`config.mk`:
```
export PLATFORM = sky130hd
export DESIGN_NAME = fhcu_mirror
export DESIGN_NICKNAME = d
export VERILOG_FILES = /design/src/hw/rtl/fhcu_pkg.sv /design/src/hw/rtl/fhcu_mirror.sv
export SDC_FILE = /design/constraint.sdc
export NUM_CORES = 1
export LEC_CHECK = 0
export BUFFER_PORTS_ARGS = -buffer_cell sky130_fd_sc_hd__buf_4
export CAP_MARGIN = 15
export CORE_MARGIN = 3
export CORE_UTILIZATION = 35
export CTS_CLUSTER_SIZE = 40
export DETAILED_ROUTE_END_ITERATION = 10
export PLACE_DENSITY_LB_ADDON = 0.12
export RECOVER_POWER = 25
export SLEW_MARGIN = 25
export SYNTH_ARGS = -nofsm -noshare
export SYNTH_HDL_FRONTEND = slang
export SYNTH_SLANG_ARGS = --single-unit
```
`constraint.sdc`:
```
create_clock -name clk -period 4.5 [get_ports clk]
set_clock_uncertainty 0.1 [all_clocks]
set_input_delay 0.225 -clock clk [delete_from_list [all_inputs] [get_ports clk]]
set_output_delay 0.225 -clock clk [all_outputs]
set_load 0.005 [all_outputs]
```
`src/hw/rtl/fhcu_pkg.sv`:
```
// ----------------------------------------------------------------------------
// fhcu_pkg
// Types and fixed-point constants of the Flory-Huggins potential update.
// ----------------------------------------------------------------------------
`timescale 1ns / 1ps
`default_nettype none

package fhcu_pkg;

  // Q2.30 one and ln(2) in Q.28
  localparam logic [31:0] ONE_Q30 = 32'h4000_0000;
  localparam logic [27:0] LN2_Q28 = 28'd186065279;

  // Register reset values (1.0 in Q8.24)
  localparam logic [31:0] SCALE_RESET = 32'h0100_0000;
  localparam logic [31:0] CHI_RESET   = 32'h0100_0000;

  // Width of a log2 value in Q.30, range [-30, 0]
  localparam int LOG_W = 37;

  // Configuration register indexes
  typedef enum logic [1:0] {
    CFG_SCALE = 2'd0,
    CFG_CHI   = 2'd1
  } cfg_idx_t;

  // Per-point fields that travel beside the arithmetic
  typedef struct packed {
    logic [29:0]        phi;
    logic signed [31:0] mu;
    logic               was_low;
    logic               was_high;
    logic [31:0]        low_count;
    logic [31:0]        high_count;
  } side_t;

endpackage

`default_nettype wire

```
`src/hw/rtl/fhcu_mirror.sv`:
```
// ----------------------------------------------------------------------------
// fhcu_mirror
// Mirrors phi at 0 and 1, clamps it into (0,1), counts mirrors and forms 1-phi, 1-2phi.
// ----------------------------------------------------------------------------
`timescale 1ns / 1ps
`default_nettype none

module fhcu_mirror (
  input  wire logic               clk,
  input  wire logic               rst,
  input  wire logic               en,
  input  wire logic               accept,
  input  wire logic signed [31:0] phi_in,
  input  wire logic signed [31:0] mu_in,
  output fhcu_pkg::side_t         side,
  output logic [29:0]             q,
  output logic signed [30:0]      lin
);

  logic signed [33:0] phi_x;
  logic signed [33:0] phi_m;
  logic signed [33:0] phi_c;
  logic               low_c;
  logic               high_c;
  logic [29:0]        p;
  logic [31:0]        low_mirror_count;
  logic [31:0]        high_mirror_count;
  logic [31:0]        low_mirror_count_next;
  logic [31:0]        high_mirror_count_next;
  logic signed [31:0] lin_w;

  // Mirror and clamp
  always_comb begin
    phi_x  = {{2{phi_in[31]}}, phi_in};
    low_c  = (phi_x <= 34'sd0);
    high_c = !low_c && (phi_x >= $signed({2'b00, fhcu_pkg::ONE_Q30}));
    if (low_c) begin
      phi_m = -phi_x;
    end else if (high_c) begin
      phi_m = $signed({1'b0, fhcu_pkg::ONE_Q30, 1'b0}) - phi_x;
    end else begin
      phi_m = phi_x;
    end
    if (phi_m < 34'sd1) begin
      phi_c = 34'sd1;
    end else if (phi_m > 34'sd1073741823) begin
      phi_c = 34'sd1073741823;
    end else begin
      phi_c = phi_m;
    end
    p = phi_c[29:0];
    lin_w = $signed(fhcu_pkg::ONE_Q30) - $signed({1'b0, p, 1'b0});
    low_mirror_count_next  = low_mirror_count + {31'd0, low_c};
    high_mirror_count_next = high_mirror_count + {31'd0, high_c};
  end

  // Advance the wrapping mirror counters per transaction
  always_ff @(posedge clk) begin
    if (rst) begin
      low_mirror_count  <= '0;
      high_mirror_count <= '0;
    end else if (accept) begin
      low_mirror_count  <= low_mirror_count_next;
      high_mirror_count <= high_mirror_count_next;
    end
  end

  // Stage register
  always_ff @(posedge clk) begin
    if (en) begin
      side.phi        <= p;
      side.mu         <= mu_in;
      side.was_low    <= low_c;
      side.was_high   <= high_c;
      side.low_count  <= low_mirror_count_next;
      side.high_count <= high_mirror_count_next;
      q               <= 30'(31'h4000_0000 - {1'b0, p});
      lin             <= lin_w[30:0];
    end
  end

endmodule

`default_nettype wire

```
==> results by group, run 1 <==
Final layout
  – Most frequent cells in the layout: 266 x buf_4, 158 x edfxtp_1, 113 x nor2_1
  – Share of layout cells above drive strength 1: 29.0%
  – Utilization after layout: 47.4%
  – Area Overhead vs Synth: 32.6%
  – Finished Layout Cells: 1743
  – # diodes: 0
  – Most common cell after layout, fill and taps aside: buf_4
  – # nets final: 1401

Setup path
  – Startpoint Class: input port
  – R2R setup slack: 1390 ps
  – Critical path endpoint category: register
  – CP Max Fanout: 20
  – Reg-to-Reg Start: high_mirror_count[0]
  – Worst R2R Path Depth: 11
  – RR Endpoint: side[30]
  – Data required, critical path: 4670 ps
  – Setup crit end: q[22]
  – Critical Path AT: 4340 ps
  – Crit path from: phi_in[31]
  – Crit path kind: input port to register

STA
  – Fmax: 240 MHz
  – Slew @ Worst Pin: 2250 ps
  – Fin crit share: 92.6%
  – Final Max Tran Viols: 88
  – Final worst path period need: 4170 ps
  – Final setup fails: 0
  – Slew HR: -50.3%
  – Final Hold Viols: 0
  – Unrepaired setup endpoints after global routing: false

Synthesis
  – Yosys warns: 0
  – Syn Inst Count: 1026
  – FF+latch count, synth: 222
  – Synth cell types: 77
  – Synth async-reset ratio: 0%
  – Post-Syn Nets: 1100
  – Ys flop type: edfxtp_1
  – Register area share after synthesis: 54.6%
  – Synthesized area: 11000 um2
  – Post-synth EDFFs: 158
  – Syn_area_per_cell: 10.7 um2

Power and ir drop
  – Reg power frac: 48.4%
  – Combinational cell fraction of total power: 12.0%
  – P_sw: 1.14 mW
  – Max IR drop VDD: 0.251 mV
  – Clock power share: 39.6%
  – Leakage: 5.76 nW
  – Sw frac: 23.4%
  – Power Dens Cells: 334 nW/um2
  – Cell internal pwr: 3.74 mW

Floorplan
  – # IOs: 257
  – Die height: 183 um
  – Area of the die: 33700 um2
  – Width of the die: 183 um
  – Core ar.: 30800 um2
  – Initial Util: 35.8%
  – Num rows: 64

Route
  – DRT iter0 DRCs: 535
  – ANT nets after route: 0
  – Wire per inst: 17.0 um
  – DRT Wirelength: 29600 um
  – Via count: 8658
  – DRC errors left: 0
  – Vias/cell: 4.97
  – Drt pass-1 iters: 5

Global route
  – First-pass GRT wire length: 46900 um
  – M2 GR Usage: 27.7%
  – Gr ovfl total: 0
  – Gr busiest metal: met2
  – GR Util met1: 24.6%
  – Pin count of the biggest net entering global routing: 89
  – Initial antenna violation count: 0
  – GR Util met3: 2.33%
  – Vias in the first global route: 8597
  – Tot GR Track Use: 17.2%

Clock tree
  – Longest Clk Path Bufs: 3
  – Clock Latency Late Sink: 520 ps
  – Root Buffer: clkbuf_16
  – Setup Buffers After CTS: 0
  – Total clock sinks: 222
  – CTS tree: built
  – TritonCTS Buffers: 26
  – Reg clk slew, reported paths: 60 ps
  – Deepest level of the CTS H-tree: 1

Outcome
  – Status: finished with violations
  – Failing checks: max-capacitance violations, max-slew violations

Placement
  – Routability cong.: 0.875
  – Port bufs: 255
  – Placed insts: 1662
  – Hpwl dp: 21500 um

Run
  – Max Cap Viol: 1

Worst hold path
  – Hold WC Path Type: input port to register
  – Worst hold stages: 3
-- critical path: stages --
cell and delay [ps]:
dlygate4sd3_1 530, buf_4 170, or2_2 330, a21oi_2 210
buf_6 230, a21o_1 100, a22oi_1 90, or4_4 550
nor4_4 400, nor2_2 70, nand2_1 80, ha_1 200
nand3_1 160, nand3b_1 250, buf_4 180, nor3_2 280
o21ai_1 130, xnor2_1 140
-- routing by layer --
metal  routed length, um  up-vias
met5                   0        -
met4                 609        0
met3                1660       47
met2               13700      272
met1               13600     4081
li1                    -     4258
-- sequential cells by signal (all words and copies together), names as in the netlist --
register,flops
side,128
high_mirror_count,32
low_mirror_count,32
q,29
lin,1
-- power by group through the flow --
| stage | clock network, mW | logic (mW) | registers, mW |
|---|---|---|---|
| 2_1_floorplan | 0 | 0.214 | 2.41 |
| 3_3_place_gp | 0 | 0.576 | 2.41 |
| 3_5_place_dp | 0 | 0.575 | 2.41 |
| 4_1_cts | 2.01 | 0.601 | 2.36 |
| 5_1_grt | 2.09 | 0.640 | 2.38 |
| 6_report | 1.93 | 0.588 | 2.36 |
-- per-stage QoR --
stage | TNS (ps) | cell area (um2) | hold slack [ps] | setup slack [ps] | total power [mW]
final | 0 | 14600 | 39.9 | 332 | 4.89
after global routing | 0 | 14600 | 29.7 | 86.7 | 5.11
after CTS | 0 | 14600 | 5.81 | 201 | 4.98
after detailed placement | -365 | 13500 | 304 | -117 | 2.98
after global placement | -5.39 | 13500 | 303 | -5.39 | 2.98
after floorplan | 0 | 11000 | 224 | 246 | 2.62
-- logic make-up (layout without fill, tap and decap cells) --
| group | Yosys count | count (layout) | share of synthesized area [%] |
|---|---|---|---|
| adders and majority gates | 6 | 6 | 0.681 |
| DFF | 222 | 222 | 54.6 |
| AOI/OAI and AO/OA | 129 | 129 | 8.02 |
| muxes | 6 | 6 | 0.556 |
| and+or+nand+nor | 420 | 420 | 19.9 |
| xor gates and xnor gates | 147 | 147 | 11.7 |
| buffers and inverters | 95 | 416 | 4.50 |
| other | 1 | 1 | 0.0340 |
-- how the worst min path moves through the flow --
stage	from	endpoint	slack [ps]
2_1_floorplan	mu_in[0]	side[66]	220
3_3_place_gp	mu_in[9]	side[75]	300
3_5_place_dp	mu_in[2]	side[68]	300
4_1_cts	phi_in[22]	side[120]	6
5_1_grt	phi_in[22]	side[120]	30
6_report	phi_in[22]	side[120]	40
-- synthesized netlist by cell type, drive strengths merged (6+ instances only) --
| library cell | number | area (um2) |
|---|---|---|
| nor3 | 34 | 195 |
| and4 | 6 | 52.6 |
| edfxtp | 158 | 4740 |
| nor4 | 22 | 210 |
| a31o | 6 | 52.6 |
| nor2 | 114 | 430 |
| nand3 | 46 | 248 |
| nand2 | 95 | 357 |
| clkbuf | 36 | 135 |
| or4 | 6 | 52.6 |
| and2 | 15 | 93.8 |
| buf | 46 | 313 |
| a21oi | 23 | 115 |
| o211ai | 6 | 45.0 |
| o21ai | 45 | 240 |
| and3 | 20 | 125 |
| o31ai | 7 | 80.1 |
| xor2 | 91 | 797 |
| nand4 | 22 | 138 |
| inv | 13 | 48.8 |
| dfxtp | 64 | 1280 |
| ha | 6 | 75.1 |
| a31oi | 6 | 37.5 |
| or3 | 16 | 100 |
| xnor2 | 56 | 490 |
-- area by class of cell --
class	count	area, um2
clock buffer	36	688
multi-input combinational	709	4510
fill	2937	16200
clock inverter	12	98.8
tap	396	495
inverter	13	48.8
timing repair buffer	355	2750
sequential	222	6030
-- what timing repair did --
action                                  CTS  global route
endpoints found under the hold margin    33             0
hold buffers                             33             0
resized for setup                         0             3
endpoints found under the setup margin    0             4
No activity file was read; power rests on OpenSTA's default activity.
==> run 2: changes to the inputs <==
==> constraint.sdc (replaced) <==
create_clock -name clk -period 4.5 [get_ports clk]
set_clock_uncertainty 0.1 [all_clocks]
set_input_delay 0.45 -clock clk [delete_from_list [all_inputs] [get_ports clk]]
set_output_delay 0.45 -clock clk [all_outputs]
set_load 0.005 [all_outputs]
==> run 2 against run 1 <==
Compared with the run above:
- the run still ends with max-capacitance violations, max-slew violations left
- count of clock-buffer cells in the layout increased by 4
- non-clock buffer count increased by 41
- sequential share of layout area decreased by 0.87 points
- design area increased by 2.2%
- combinational power increased by 3.6%
- via count increased by 2.0%
- wire length increased by 3.4%
- critical path depth unchanged
- worst setup slack improved by 78 ps
- die area unchanged
- sequential power about the same
- register-to-register slack improved by 20 ps
- largest power group unchanged
==> results by group, run 2 (same netlist as run 1, synthesis figures left out) <==
Clock tree
  – Reg clk slew, reported paths: 60 ps (about the same)
  – TritonCTS Buffers: 26 (unchanged)
  – Root Buffer: clkbuf_16
  – CTS tree: built
  – Longest Clk Path Bufs: 3 (unchanged)
  – Total clock sinks: 222 (unchanged)
  – Deepest level of the CTS H-tree: 1 (unchanged)
  – Clock Latency Late Sink: 520 ps (about the same)

Setup path
  – Startpoint Class: input port
  – Max incr delay on CP: 520 ps (-30 ps)
  – Crit path kind: input port to register
  – Data required, critical path: 4640 ps (-30 ps)
  – Crit path cell chain: buf_4 -> nor4_1 -> buf_4 -> nand4_1 -> buf_4 -> nor4_1 -> a32o_1 -> a21oi_1 -> or4_4 -> nor4_4 -> nor2_2 -> nand2_1 -> ha_1 -> nand3_1 -> nand3b_1 -> a2111oi_0 -> buf_4 -> xnor2_1
  – CP Max Fanout: 8 (-60%)
  – Critical Path AT: 4230 ps (-110 ps)
  – Critical path endpoint category: register
  – Most common cell on crit path: buf_4
  – Buf/Inv on CP: 4 (unchanged)
  – Slowest CP cell: or4_4
  – Top delay family on crit path: simple AND/OR/NAND/NOR gates

Final layout
  – # nets final: 1442 (+2.9%)
  – Share of layout cells above drive strength 1: 31.3% (+2.2 points)
  – Largest register by flop count: side
  – # diodes: 0 (unchanged)
  – Most common cell after layout, fill and taps aside: buf_4
  – FILL cells: 2867 (-2.4%)
  – Most frequent cells in the layout: 321 x buf_4, 158 x edfxtp_1, 113 x nor2_1
  – Top Registers: side (128), high_mirror_count (32), low_mirror_count (32)
  – Max FFs per register: 128 (unchanged)
  – Area Overhead vs Synth: 35.4%

Global route
  – Vias in the first global route: 8561 (-0.42%)
  – Gr ovfl total: 0 (unchanged)
  – Initial antenna violation count: 0 (unchanged)
  – First-pass GRT wire length: 47500 um (+1.3%)
  – Tot GR Track Use: 17.6% (+0.37 points)
  – Pin count of the biggest net entering global routing: 92 (+3.4%)

Route
  – Wire per inst: 17.2 um (+0.99%)
  – Drt pass-1 iters: 5 (unchanged)
  – ANT nets after route: 0 (unchanged)
  – Via count: 8835 (+2.0%)
  – DRC errors left: 0 (unchanged)
  – DRT Wirelength: 30600 um (+3.4%)
  – Vias/cell: 4.95 (-0.30%)
  – DRT iter0 DRCs: 512 (-4.3%)

Worst hold path
  – Hold WC Path Type: input port to register

Floorplan
  – Initial Util: 35.8% (unchanged)
  – Num rows: 64 (unchanged)
  – # IOs: 257 (unchanged)
  – Area of the die: 33700 um2 (unchanged)
  – Core ar.: 30800 um2 (unchanged)
  – Width of the die: 183 um (unchanged)
  – Die height: 183 um (unchanged)

STA
  – Slew @ Worst Pin: 2310 ps (+56.2 ps)
  – Final hold slack: 260 ps (+220 ps)
  – Fin crit share: 90.9% (-1.7 points)
  – Slew HR: -54.0% (-3.7 points)
  – Fmax: 245 MHz (+1.9%)
  – Final Hold Viols: 0 (unchanged)
  – Unrepaired setup endpoints after global routing: false
  – Final setup margin: 411 ps (+78.5 ps)
  – Final Max Tran Viols: 161 (+83%)
  – Final setup fails: 0 (unchanged)
  – Final worst path period need: 4090 ps (-78.5 ps)

Power and ir drop
  – Reg power frac: 47.7% (-0.7 points)
  – Total power: 4.96 mW (+1.5%)
  – P_sw: 1.15 mW (+0.48%)
  – Combinational cell fraction of total power: 12.3% (+0.3 points)
  – Power Dens Cells: 332 nW/um2 (-0.61%)
  – Leakage: 5.97 nW (+3.7%)
  – Clock power share: 40.0% (+0.4 points)
  – Max IR drop VDD: 0.232 mV (-7.8%)
  – Sw frac: 23.1% (-0.24 points)
  – Cell internal pwr: 3.81 mW (+1.9%)

Outcome
  – Status: finished with violations
  – Failing checks: max-capacitance violations, max-slew violations

Placement
  – Port bufs: 255 (unchanged)
  – Hpwl dp: 22600 um (+4.8%)
  – Routability cong.: 0.937 (+7.0%)
  – Place WS: -76.4 ps (+40.9 ps)

Run
  – Max Cap Viol: 2 (+1)
run 2: changes by cell type in the layout (fill, tap and decap cells not counted), moves of 3 or more:
cell,before,now
buf_4,266,321
clkbuf_1,13,10
clkbuf_8,0,5
clkinv_2,8,4
clkbuf_4,50,39
run 2: power groups by stage:
stage	combinational [mW]	sequential [mW]	clock, mW
after detailed placement	0.598	2.41	0
after CTS	0.622	2.37	2.06
final	0.609	2.37	1.98
after floorplan	0.214	2.41	0
after global routing	0.661	2.38	2.14
after global placement	0.599	2.41	0
run 2: per-layer routing:
layer | vias to the layer above | share of wire [%] | global-route usage [%]
met5 | - | 0 | 0
met4 | 0 | 2.7 | 5.30
met3 | 50 | 5.7 | 2.63
met2 | 278 | 46 | 28.4
met1 | 4155 | 46 | 24.7
li1 | 4352 | - | -
run 2: repair_timing:
action	4_1_cts	5_1_grt
resized for setup	0	0
hold buffers	32	0
setup buffers	0	0
endpoints found under the hold margin	32	0
endpoints found under the setup margin	0	0
run 2: area by class of cell:
class | count | area, um2 | area share, %
Sequential cell | 222 | 6030 | 40.4
Inverter | 13 | 48.8 | 0.327
Clock buffer | 40 | 774 | 5.19
Multi-Input combinational cell | 709 | 4500 | 30.2
Timing Repair Buffer | 396 | 3040 | 20.4
Tap cell | 396 | 495 | 3.32
Clock inverter | 8 | 42.5 | 0.285
run 2: final timing paths:
| kind | startpoint | endpoint | slack [ps] | cells past startpoint |
|---|---|---|---|---|
| hold / removal | phi_in[31] | side[64] | 260 | 2 |
| setup / recovery | phi_in[14] | q[16] | 410 | 18 |
| setup reg to reg | high_mirror_count[0] | side[28] | 1410 | 11 |
| hold reg to reg | low_mirror_count[0] | low_mirror_count[0] | 400 | 2 |
run 2: metrics by stage:
step	util [%]	cell area [um2]	setup TNS, ps	cells
after floorplan	-	11000	0	1026
after global placement	44.8	13800	-356	1704
after detailed placement	44.8	13800	-354	1704
after CTS	48.5	15000	0	1784
after global routing	48.4	14900	0	1784
final	48.4	14900	0	1784
